--- config.mk ---
export PLATFORM = sky130hd
export DESIGN_NAME = bitstream_field_reader_unit
export DESIGN_NICKNAME = d
export VERILOG_FILES = /design/src/rtl/core/bfr_pkg.sv /design/src/rtl/core/bfr_word_queue.sv /design/src/rtl/core/bfr_field_logic.sv /design/src/rtl/core/bitstream_field_reader_unit.sv
export SDC_FILE = /design/constraint.sdc
export NUM_CORES = 1
export LEC_CHECK = 0
export BUFFER_PORTS_ARGS = -buffer_cell sky130_fd_sc_hd__buf_2
export CORE_ASPECT_RATIO = 0.7
export CORE_UTILIZATION = 35
export CTS_CLUSTER_DIAMETER = 120
export CTS_CLUSTER_SIZE = 16
export DETAILED_ROUTE_END_ITERATION = 10
export MAX_ROUTING_LAYER = met4
export SLEW_MARGIN = 30
export SYNTH_ARGS = -nofsm -noshare
export SYNTH_HDL_FRONTEND = slang
export SYNTH_HIERARCHICAL = 1
export SYNTH_SLANG_ARGS = --single-unit
export TNS_END_PERCENT = 100
--- constraint.sdc ---
create_clock -name clk -period 5.6 [get_ports clk]
set_input_delay 0.28 -clock clk [delete_from_list [all_inputs] [get_ports clk]]
set_output_delay 0.28 -clock clk [all_outputs]
set_load 0.005 [all_outputs]
--- src/rtl/core/bfr_pkg.sv ---
// ----------------------------------------------------------------------------
// bfr_pkg
// Shared types and codes of the bitstream field reader.
// ----------------------------------------------------------------------------
package bfr_pkg;

    localparam int WORD_BITS = 32;

    // item kinds
    localparam logic [2:0] KIND_LOAD  = 3'd0;
    localparam logic [2:0] KIND_GET   = 3'd1;
    localparam logic [2:0] KIND_PEEK  = 3'd2;
    localparam logic [2:0] KIND_SKIP  = 3'd3;
    localparam logic [2:0] KIND_ALIGN = 3'd4;

    // result status codes
    localparam logic [1:0] ST_OK      = 2'd0;
    localparam logic [1:0] ST_STARVED = 2'd1;
    localparam logic [1:0] ST_FULL    = 2'd2;

    // largest field that one beat may read
    localparam logic [5:0] MAX_FIELD = 6'd32;

    typedef logic [WORD_BITS-1:0] word_t;

    typedef struct packed {
        logic push;
        logic pop;
    } queue_ctrl_t;

endpackage

--- src/rtl/core/bfr_word_queue.sv ---
// ----------------------------------------------------------------------------
// bfr_word_queue
// Word queue with the two oldest words held in a register window and the
// rest in a memory whose read data is prefetched into a register.
// ----------------------------------------------------------------------------
module bfr_word_queue #(
    parameter int WORD_DEPTH = 16
) (
    input  logic                              clk,
    input  logic                              rst_n,
    input  bfr_pkg::queue_ctrl_t              ctrl,
    input  bfr_pkg::word_t                    load_word,
    output bfr_pkg::word_t                    head_word,
    output bfr_pkg::word_t                    next_word,
    output logic [$clog2(WORD_DEPTH+1)-1:0]   word_count
);
    import bfr_pkg::*;

    localparam int CW = $clog2(WORD_DEPTH + 1);
    localparam int AW = $clog2(WORD_DEPTH);

    word_t          mem [WORD_DEPTH];
    word_t          win0_reg;
    word_t          win1_reg;
    word_t          rd_data_reg;
    logic [CW-1:0]  count_reg;
    logic [CW-1:0]  count_next;
    logic [AW-1:0]  mem_head_reg;
    logic [AW-1:0]  mem_head_next;
    logic [AW-1:0]  mem_tail_reg;
    logic [AW-1:0]  mem_tail_next;
    logic           mem_we;
    logic           mem_pop;

    function automatic logic [AW-1:0] ptr_inc(input logic [AW-1:0] p);
        logic [AW-1:0] r;
        if (p == AW'(WORD_DEPTH - 1))
            r = '0;
        else
            r = p + 1'b1;
        return r;
    endfunction

    // words beyond the window live in memory
    assign mem_we  = ctrl.push && (count_reg >= CW'(2));
    assign mem_pop = ctrl.pop && (count_reg >= CW'(3));

    assign mem_head_next = mem_pop ? ptr_inc(mem_head_reg) : mem_head_reg;
    assign mem_tail_next = mem_we ? ptr_inc(mem_tail_reg) : mem_tail_reg;

    always_comb
    begin
        if (ctrl.push)
            count_next = count_reg + 1'b1;
        else if (ctrl.pop)
            count_next = count_reg - 1'b1;
        else
            count_next = count_reg;
    end

    always_ff @(posedge clk or negedge rst_n)
    begin
        if (!rst_n)
        begin
            count_reg    <= '0;
            mem_head_reg <= '0;
            mem_tail_reg <= '0;
        end
        else
        begin
            count_reg    <= count_next;
            mem_head_reg <= mem_head_next;
            mem_tail_reg <= mem_tail_next;
        end
    end

    // window: fill from load while short, shift up on pop
    always_ff @(posedge clk)
    begin
        if (ctrl.push)
        begin
            if (count_reg == CW'(0))
                win0_reg <= load_word;
            else if (count_reg == CW'(1))
                win1_reg <= load_word;
        end
        else if (ctrl.pop)
        begin
            win0_reg <= win1_reg;
            win1_reg <= rd_data_reg;
        end
    end

    // prefetch the next memory head; bypass a write to that slot
    always_ff @(posedge clk)
    begin
        if (mem_we)
            mem[mem_tail_reg] <= load_word;
        if (mem_we && (mem_tail_reg == mem_head_next))
            rd_data_reg <= load_word;
        else
            rd_data_reg <= mem[mem_head_next];
    end

    assign head_word  = win0_reg;
    assign next_word  = (count_reg >= CW'(2)) ? win1_reg : '0;
    assign word_count = count_reg;

endmodule

--- src/rtl/core/bfr_field_logic.sv ---
// ----------------------------------------------------------------------------
// bfr_field_logic
// Decodes one item against the window: extracts the field, works out the
// bits to consume, the queue moves and the status.
// ----------------------------------------------------------------------------
module bfr_field_logic #(
    parameter int WORD_DEPTH = 16
) (
    input  logic [2:0]                        kind,
    input  logic [5:0]                        bit_count,
    input  bfr_pkg::word_t                    head_word,
    input  bfr_pkg::word_t                    next_word,
    input  logic [$clog2(WORD_DEPTH+1)-1:0]   word_count,
    input  logic [4:0]                        bit_offset,
    output bfr_pkg::queue_ctrl_t              ctrl,
    output bfr_pkg::word_t                    field_value,
    output logic [1:0]                        status,
    output logic [4:0]                        offset_next,
    output logic [5:0]                        consume_bits,
    output logic [9:0]                        bits_available
);
    import bfr_pkg::*;

    localparam int CW = $clog2(WORD_DEPTH + 1);
    localparam int VW = CW + 5;
    localparam int LW = (VW > 10) ? VW : 10;

    logic [5:0]     n_sat;
    logic [VW-1:0]  avail;
    logic [63:0]    joined;
    word_t          peek_value;
    logic [2:0]     align_drop;
    logic [5:0]     pos;
    logic           push;
    logic [CW-1:0]  count_next;
    logic [LW-1:0]  avail_next;

    assign n_sat      = (bit_count > MAX_FIELD) ? MAX_FIELD : bit_count;
    assign avail      = {word_count, 5'b00000} - VW'(bit_offset);
    assign joined     = {head_word, next_word} << bit_offset;
    assign peek_value = joined[63:32] >> (MAX_FIELD - n_sat);
    // bits up to the next byte boundary
    assign align_drop = 3'd0 - bit_offset[2:0];

    always_comb
    begin
        status       = ST_OK;
        field_value  = '0;
        consume_bits = '0;
        push         = 1'b0;
        case (kind) inside
            KIND_LOAD:
            begin
                if (word_count >= CW'(WORD_DEPTH))
                    status = ST_FULL;
                else
                    push = 1'b1;
            end
            KIND_GET, KIND_PEEK, KIND_SKIP:
            begin
                if (VW'(n_sat) > avail)
                    status = ST_STARVED;
                else
                begin
                    if (kind != KIND_SKIP)
                        field_value = peek_value;
                    if (kind != KIND_PEEK)
                        consume_bits = n_sat;
                end
            end
            KIND_ALIGN:
            begin
                if (word_count != CW'(0))
                    consume_bits = {3'b000, align_drop};
            end
            default:
            begin
            end
        endcase
    end

    // at most one word leaves per beat
    assign pos         = {1'b0, bit_offset} + consume_bits;
    assign offset_next = pos[4:0];
    assign ctrl.push   = push;
    assign ctrl.pop    = pos[5];

    always_comb
    begin
        if (push)
            count_next = word_count + 1'b1;
        else if (pos[5])
            count_next = word_count - 1'b1;
        else
            count_next = word_count;
    end

    assign avail_next     = LW'({count_next, 5'b00000}) - LW'(offset_next);
    assign bits_available = avail_next[9:0];

endmodule

--- src/rtl/core/bitstream_field_reader_unit.sv ---
// ----------------------------------------------------------------------------
// bitstream_field_reader_unit
// MSB-first bit reader over a queue of 32-bit stream words: load, get, peek,
// skip and byte align items, one result beat per item.
// ----------------------------------------------------------------------------
// Pipeline: input register, then one pass through window shift, field
//   extract and status into the result register.
// Throughput: 1 item per cycle while out_stall does not hold the result
//   register; the queue refills its window from the prefetched memory head
//   in the same cycle a word leaves.
// Reset: rst_n clears the queue pointers, word count, bit offset, consumed
//   total and both valid flags; the word memory is left as is.
// ----------------------------------------------------------------------------
module bitstream_field_reader_unit #(
    parameter int WORD_DEPTH = 16
) (
    input  logic                 clk,
    input  logic                 rst_n,
    input  logic                 in_valid,
    output logic                 in_stall,
    input  logic [2:0]           kind,
    input  logic [5:0]           bit_count,
    input  bfr_pkg::word_t       stream_word,
    output logic                 out_valid,
    input  logic                 out_stall,
    output bfr_pkg::word_t       field_value,
    output logic [1:0]           status,
    output logic [31:0]          bits_consumed,
    output logic [9:0]           bits_available
);
    import bfr_pkg::*;

    localparam int CW = $clog2(WORD_DEPTH + 1);

    // input stage
    logic           s1_valid_reg;
    logic           s1_valid_next;
    logic [2:0]     s1_kind_reg;
    logic [5:0]     s1_count_reg;
    word_t          s1_word_reg;

    // stream state
    logic [4:0]     offset_reg;
    logic [31:0]    consumed_reg;
    logic [31:0]    consumed_next;

    // result stage
    logic           out_valid_reg;
    logic           out_valid_next;
    word_t          field_reg;
    logic [1:0]     status_reg;
    logic [31:0]    bits_consumed_reg;
    logic [9:0]     avail_reg;

    logic           out_busy;
    logic           in_fire;
    logic           exec_fire;

    queue_ctrl_t    raw_ctrl;
    queue_ctrl_t    queue_ctrl;
    word_t          head_word;
    word_t          next_word;
    logic [CW-1:0]  word_count;
    word_t          calc_value;
    logic [1:0]     calc_status;
    logic [4:0]     calc_offset;
    logic [5:0]     calc_consume;
    logic [9:0]     calc_avail;

    // Hold the result register while the sink stalls it; the input stage
    // advances whenever the result register is free or draining this cycle.
    assign out_busy  = out_valid_reg && out_stall;
    assign exec_fire = s1_valid_reg && !out_busy;
    assign in_stall  = s1_valid_reg && out_busy;
    assign in_fire   = in_valid && !in_stall;

    always_comb
    begin
        if (in_fire)
            s1_valid_next = 1'b1;
        else if (exec_fire)
            s1_valid_next = 1'b0;
        else
            s1_valid_next = s1_valid_reg;
    end

    always_comb
    begin
        if (exec_fire)
            out_valid_next = 1'b1;
        else if (!out_stall)
            out_valid_next = 1'b0;
        else
            out_valid_next = out_valid_reg;
    end

    always_ff @(posedge clk or negedge rst_n)
    begin
        if (!rst_n)
        begin
            s1_valid_reg  <= 1'b0;
            out_valid_reg <= 1'b0;
        end
        else
        begin
            s1_valid_reg  <= s1_valid_next;
            out_valid_reg <= out_valid_next;
        end
    end

    // capture the input beat
    always_ff @(posedge clk)
    begin
        if (in_fire)
        begin
            s1_kind_reg  <= kind;
            s1_count_reg <= bit_count;
            s1_word_reg  <= stream_word;
        end
    end

    bfr_field_logic #(
        .WORD_DEPTH (WORD_DEPTH)
    ) u_field (
        .kind           (s1_kind_reg),
        .bit_count      (s1_count_reg),
        .head_word      (head_word),
        .next_word      (next_word),
        .word_count     (word_count),
        .bit_offset     (offset_reg),
        .ctrl           (raw_ctrl),
        .field_value    (calc_value),
        .status         (calc_status),
        .offset_next    (calc_offset),
        .consume_bits   (calc_consume),
        .bits_available (calc_avail)
    );

    // queue moves only when the item actually executes
    assign queue_ctrl.push = raw_ctrl.push && exec_fire;
    assign queue_ctrl.pop  = raw_ctrl.pop && exec_fire;

    bfr_word_queue #(
        .WORD_DEPTH (WORD_DEPTH)
    ) u_queue (
        .clk        (clk),
        .rst_n      (rst_n),
        .ctrl       (queue_ctrl),
        .load_word  (s1_word_reg),
        .head_word  (head_word),
        .next_word  (next_word),
        .word_count (word_count)
    );

    // running total wraps at 2^32
    assign consumed_next = consumed_reg + 32'(calc_consume);

    always_ff @(posedge clk or negedge rst_n)
    begin
        if (!rst_n)
        begin
            offset_reg   <= '0;
            consumed_reg <= '0;
        end
        else if (exec_fire)
        begin
            offset_reg   <= calc_offset;
            consumed_reg <= consumed_next;
        end
    end

    // load the result beat
    always_ff @(posedge clk)
    begin
        if (exec_fire)
        begin
            field_reg         <= calc_value;
            status_reg        <= calc_status;
            bits_consumed_reg <= consumed_next;
            avail_reg         <= calc_avail;
        end
    end

    assign out_valid      = out_valid_reg;
    assign field_value    = field_reg;
    assign status         = status_reg;
    assign bits_consumed  = bits_consumed_reg;
    assign bits_available = avail_reg;

endmodule
Yosys cells after proc, flatten, opt, wreduce, memory -nomap -nowiden
Memories as Yosys holds them, arrays and structs flattened. A register that Yosys moved wholly into a read port is not among the register bits.
Cells that the tools add are included.
{"block": "word_totals", "ramBits": 512, "input_bits": 45, "mem_count": 1, "reg_bits": 233, "word_cells": 102}
{"memory": "u_queue.mem", "words": 16, "width": 32, "rd": 1, "rd_clocked_by_memory_dff": 1, "wr": 1, "line": "bfr_word_queue.sv:22", "source": "word_t mem [WORD_DEPTH];"}
{"block": "op_classes", "n_addsub": 10, "order_cmp": 5, "shifts": 2, "bitwise": 2, "n_eq_ne": 13, "reduce_logical": 19, "n_mux": 34}
{"cell": "32-bit two-way mux", "count": 8}
{"cell": "64-bit by 5-bit left shift with 64-bit output", "count": 1}
{"cell": "6-bit two-way mux", "count": 6}
{"cell": "32-bit by 6-bit adder with 32-bit output", "count": 1}
{"cell": "32-bit by 6-bit >> shifter with 32-bit output", "count": 1}
{"cell": "5-bit two-way mux", "count": 4}
{"cell": "10-bit by 5-bit subtractor with 10-bit output", "count": 2}
{"cell": "4-bit two-way mux", "count": 3}
{"cell": "5-bit by 2-bit greater-or-equal comparator with 1-bit output (second input constant)", "count": 2}
{"cell": "6-bit by 10-bit > comparator with 1-bit output", "count": 1}
{"cell": "1-bit two-way mux", "count": 10}
{"cell": "4-bit by 1-bit adder with 4-bit output (second input constant)", "count": 2}
{"cell": "4-bit equality test (second input constant)", "count": 2}
{"cell": "1-bit logical AND", "count": 8}
{"cell": "5-bit by 6-bit adder with 6-bit output", "count": 1}
{"cell": "3-bit by 2-bit equality test with 1-bit output (second input constant)", "count": 2}
{"cell": "6-bit > comparator (second input constant)", "count": 1}
{"cell": "2-bit inequality test (second input constant)", "count": 3}
{"cell": "3-bit by 2-bit inequality test with 1-bit output (second input constant)", "count": 2}
{"cell": "6-bit subtractor (first input constant)", "count": 1}
{"cell": "5-bit by 1-bit adder with 5-bit output (second input constant)", "count": 1}
{"cell": "5-bit by 1-bit equality test with 1-bit output (second input constant)", "count": 1}
{"cell": "5-bit greater-or-equal comparator (second input constant)", "count": 1}
{"cell": "5-bit logical NOT", "count": 1}
{"cell": "16 further kinds", "count": 20}

Longest topological paths before layout
{"block": "depth", "depth_word": 10, "depth_mapped": 25, "depth_no_buf": 21}

By module
Netlist, hierarchy kept.
{"module": "bfr_word_queue", "cells_per_inst": 1219, "area_per_inst_um2": 23239.8, "instances": 1}
{"module": "bitstream_field_reader_unit", "cells_per_inst": 382, "area_per_inst_um2": 6054.6, "instances": 1}
{"module": "bfr_field_logic", "cells_per_inst": 706, "area_per_inst_um2": 5531.6, "instances": 1}

Least setup slack after synthesis
No wires, ideal clock.
{"block": "synth_path", "path_kind": "reg-to-reg", "start": "register offset_reg[1]", "end": "register u_queue.win1_reg[0], enable pin", "required_ns": 5.211, "arrival_time_ns": 5.393, "synth_period_minus_slack_ns": 5.783, "path_slack_ns": -0.183, "n_path_buf": 4, "setup_ns": 0.389, "path_stages_with_launch": 24, "path_cell_list": "dfrtp_1 buf_4 inv_1 buf_2 clkbuf_1 ha_1 xor2_1 ha_1 and3b_1 a211oi_1 maj3_2 o21ai_1 nand2_1 nand2_1 o22ai_1 ha_1 a21o_1 a21oi_1 o21ai_0 xor2_1 buf_2 and2_1 nand2b_1 nand2_1"}
{"element": "start, declared", "line": "bitstream_field_reader_unit.sv:43", "source": "logic [4:0] offset_reg;"}
{"element": "start signal, assigned", "line": "bitstream_field_reader_unit.sv:167", "source": "offset_reg <= calc_offset;"}
{"element": "end signal, assigned", "line": "bfr_word_queue.sv:85", "source": "win1_reg <= load_word;"}
{"element": "end signal, assigned", "line": "bfr_word_queue.sv:90", "source": "win1_reg <= rd_data_reg;"}
{"element": "end, declared", "line": "bfr_word_queue.sv:24", "source": "word_t win1_reg;"}

==> metrics.txt <==
# TYPE chip_impl_metric gauge
chip_impl_metric{name="placed_cell_area",unit="sq um"} 36920
chip_impl_metric{name="areaGrowthSynthToFinish",unit="%"} 11.58
chip_impl_metric{name="die_h",unit="um"} 265.9
chip_impl_metric{name="slowest_delay",unit="ps"} 530
chip_impl_metric{name="wirelength",unit="um"} 87000
chip_impl_info{name="outcome",value="finished clean"} 1
chip_impl_metric{name="core-area",unit="sq um"} 98250
chip_impl_info{name="regMostFlops",value="u_queue/mem"} 1
chip_impl_metric{name="finalClockSkew",unit="ps"} 59.78
chip_impl_metric{name="first_pass_grt_wire_length",unit="um"} 130600
chip_impl_metric{name="clk-insertion-delay-late",unit="ps"} 660
chip_impl_metric{name="antenna_found_initial",unit=""} 2
chip_impl_metric{name="h-tree-depth",unit=""} 2
chip_impl_metric{name="worstPathRequired",unit="ps"} 5870
chip_impl_metric{name="fp.dieW",unit="um"} 379.0
chip_impl_info{name="critical_path_class",value="reg2reg"} 1
chip_impl_metric{name="netlist_area",unit="sq um"} 34820
chip_impl_metric{name="maxCapViolCount",unit=""} 0
chip_impl_metric{name="wire_per_inst",unit="um"} 23.08
chip_impl_metric{name="clkSlewWorstSetupHoldPaths",unit="ps"} 90
chip_impl_info{name="hold_path.class",value="in2async"} 1
chip_impl_metric{name="grtUsageTotal",unit="%"} 17.54
chip_impl_metric{name="first_iter_violations",unit=""} 2007
chip_impl_info{name="ctsRootBufferMaster",value="clkbuf_16"} 1
chip_impl_metric{name="worst_slew_margin_rel",unit="%"} 32.41
chip_impl_metric{name="length_in_cells_of_the_worst_reg_to_reg_path",unit=""} 21
chip_impl_metric{name="maximum_number_of_pins_on_one_net_before_global_route_repair",unit=""} 70
chip_impl_metric{name="irDropWorstVdd",unit="V"} 0.0003179
chip_impl_metric{name="timing.critical_path.fanout_max",unit=""} 32
chip_impl_metric{name="whs",unit="ps"} 328.7
chip_impl_metric{name="detail_route.drc_violations",unit=""} 0
chip_impl_metric{name="final.fill_count",unit=""} 9038
chip_impl_metric{name="grt_pass1_vias",unit=""} 20450
chip_impl_info{name="worst_setup_path_end_kind",value="register"} 1
chip_impl_metric{name="number_of_iterations_in_the_first_detailed_routing_pass",unit=""} 7
chip_impl_metric{name="cts.sink_count",unit=""} 749
chip_impl_metric{name="post-cts-setup-buffer-count",unit=""} 0
chip_impl_metric{name="gpl.final_weighted_congestion",unit=""} 0.9115
chip_impl_metric{name="dpl.hpwl",unit="um"} 56980
chip_impl_metric{name="slew_viol_final",unit=""} 0
chip_impl_metric{name="setup_viol_count_final",unit=""} 0
chip_impl_metric{name="die-area",unit="sq um"} 100800
chip_impl_metric{name="power.static_leakage",unit="nW"} 13.31
chip_impl_metric{name="count_of_buffers_from_port_buffering",unit=""} 122
chip_impl_metric{name="io-pin-count",unit=""} 123
chip_impl_metric{name="stdcell_area",unit="sq um"} 38850
chip_impl_info{name="rsz_0062_raised_after_global_routing",value="false"} 1
chip_impl_metric{name="postLayoutCoreUtil",unit="%"} 39.54
chip_impl_metric{name="grt_overflow_total",unit=""} 0
chip_impl_info{name="layout_common_cells",value="edfxtp_1 (693), mux2i_1 (187), nand2_1 (175), buf_2 (122), mux4_2 (119)"} 1
chip_impl_metric{name="synthesis.instances",unit=""} 2306
chip_impl_metric{name="syn_area_per_cell",unit="sq um"} 15.10
chip_impl_metric{name="effective_utilization_at_floorplan",unit="%"} 35.44
chip_impl_metric{name="cellPowerDensity",unit="nW/um^2"} 441.5
chip_impl_metric{name="vias",unit=""} 20800
chip_impl_metric{name="min_period_over_period",unit="%"} 90.90
chip_impl_metric{name="min_period",unit="ps"} 5091
chip_impl_metric{name="synth_fp_nets",unit=""} 2384
chip_impl_metric{name="rows",unit=""} 96
chip_impl_metric{name="layout-drive-gt1-share",unit="%"} 20.70
chip_impl_metric{name="cts.path.max_buffers",unit=""} 3
chip_impl_info{name="crit_path_top_delay_cell",value="dfrtp_4"} 1
chip_impl_info{name="layout_commonest_cell",value="edfxtp_1"} 1
chip_impl_info{name="tritoncts",value="built"} 1
chip_impl_metric{name="final-hold-violation-count",unit=""} 0
chip_impl_metric{name="ys.warnings.count",unit=""} 6
chip_impl_metric{name="arrival",unit="ps"} 5360
chip_impl_metric{name="drtAntennaViolNets",unit=""} 0
chip_impl_metric{name="final_nets",unit=""} 2511
chip_impl_info{name="worstPathCellList",value="inv_1, ha_1, xor2_1, ha_1, and3b_1, a211oi_1, maj3_2, o21ai_1, nand2_1, nand2_1, o22ai_2, ha_1, a21o_1, a21oi_1, o21ai_0, xor2_1, buf_4, and2_1, nand2b_1, nand2_1, buf_6"} 1
chip_impl_metric{name="max_freq",unit="MHz"} 196.4
chip_impl_metric{name="worst_slew_pin_slew",unit="ps"} 1011
chip_impl_metric{name="cts_inserted_buffers",unit=""} 52
chip_impl_metric{name="via_per_inst",unit=""} 5.518
chip_impl_metric{name="largest_register_ffs",unit=""} 512
chip_impl_info{name="setup.worst_path.start_class",value="register"} 1
==> per-layer routing <==
| layer | GRT usage, % | share of wire (%) |
|---|---|---|
| met4 | 2.877 | 1.3 |
| met5 | - | 0 |
| met2 | 26.09 | 45 |
| met3 | 2.375 | 5.8 |
| met1 | 25.87 | 48 |
==> through the flow <==
stage / power (mW) / worst slack (ps) / TNS, ps / instances
floorplan: 11.77 / -182.9 / -11710 / 2306
global placement: 13.57 / 363.4 / 0 / 3655
detailed placement: 13.64 / 275.7 / 0 / 3656
CTS: 17.21 / 214.8 / 0 / 3767
global route: 17.99 / 78.29 / 0 / 3769
finish: 17.15 / 509.4 / 0 / 3769
==> final cells by class <==
type,count,area [sq um],area share [%]
flip-flops and latches,749,22210,57.15
multi-input cells,1370,11840,30.48
well taps,1323,1655,4.260
repair buffers,224,1578,4.061
clock buffers,62,1339,3.446
inverters,36,136.4,0.3510
clock inverters,4,93.84,0.2415
diodes,1,2.502,0.006441
==> critical path: cells and delay by family (launching register included) <==
kind / cells / cell delay, ps
AND/OR/NAND/NOR: 6 / 1000
XOR/XNOR: 2 / 350
flip-flops: 1 / 530
AO/OA/AOI/OAI: 6 / 1170
buffers and inverters: 3 / 570
adder cells (fa/ha/maj): 4 / 1040
==> final timing paths <==
kind                                start              endpoint  slack (ps)
max                         offset_reg[0]  u_queue/win1_reg[26]         510
min                                 rst_n      consumed_reg[25]         330
max reg2reg                 offset_reg[0]  u_queue/win1_reg[26]         510
min reg2reg                  s1_valid_reg             out_valid         490
max in group asynchronous           rst_n         offset_reg[0]        4730
min in group clk           stream_word[0]        s1_word_reg[0]         330
==> where the power goes <==
| group | switching (mW) | internal, mW |
|---|---|---|
| clock | 1.85 | 1.69 |
| sequential | 0.382 | 6.52 |
| combinational | 3.92 | 2.79 |
| total | 6.15 | 11.0 |
==> what timing repair did <==
action,in CTS,in global routing
hold endpoints to repair,95,0
setup endpoints to repair,0,68
gates resized for setup,0,3
hold buffers,45,0
(Power assumes the default switching activity.)
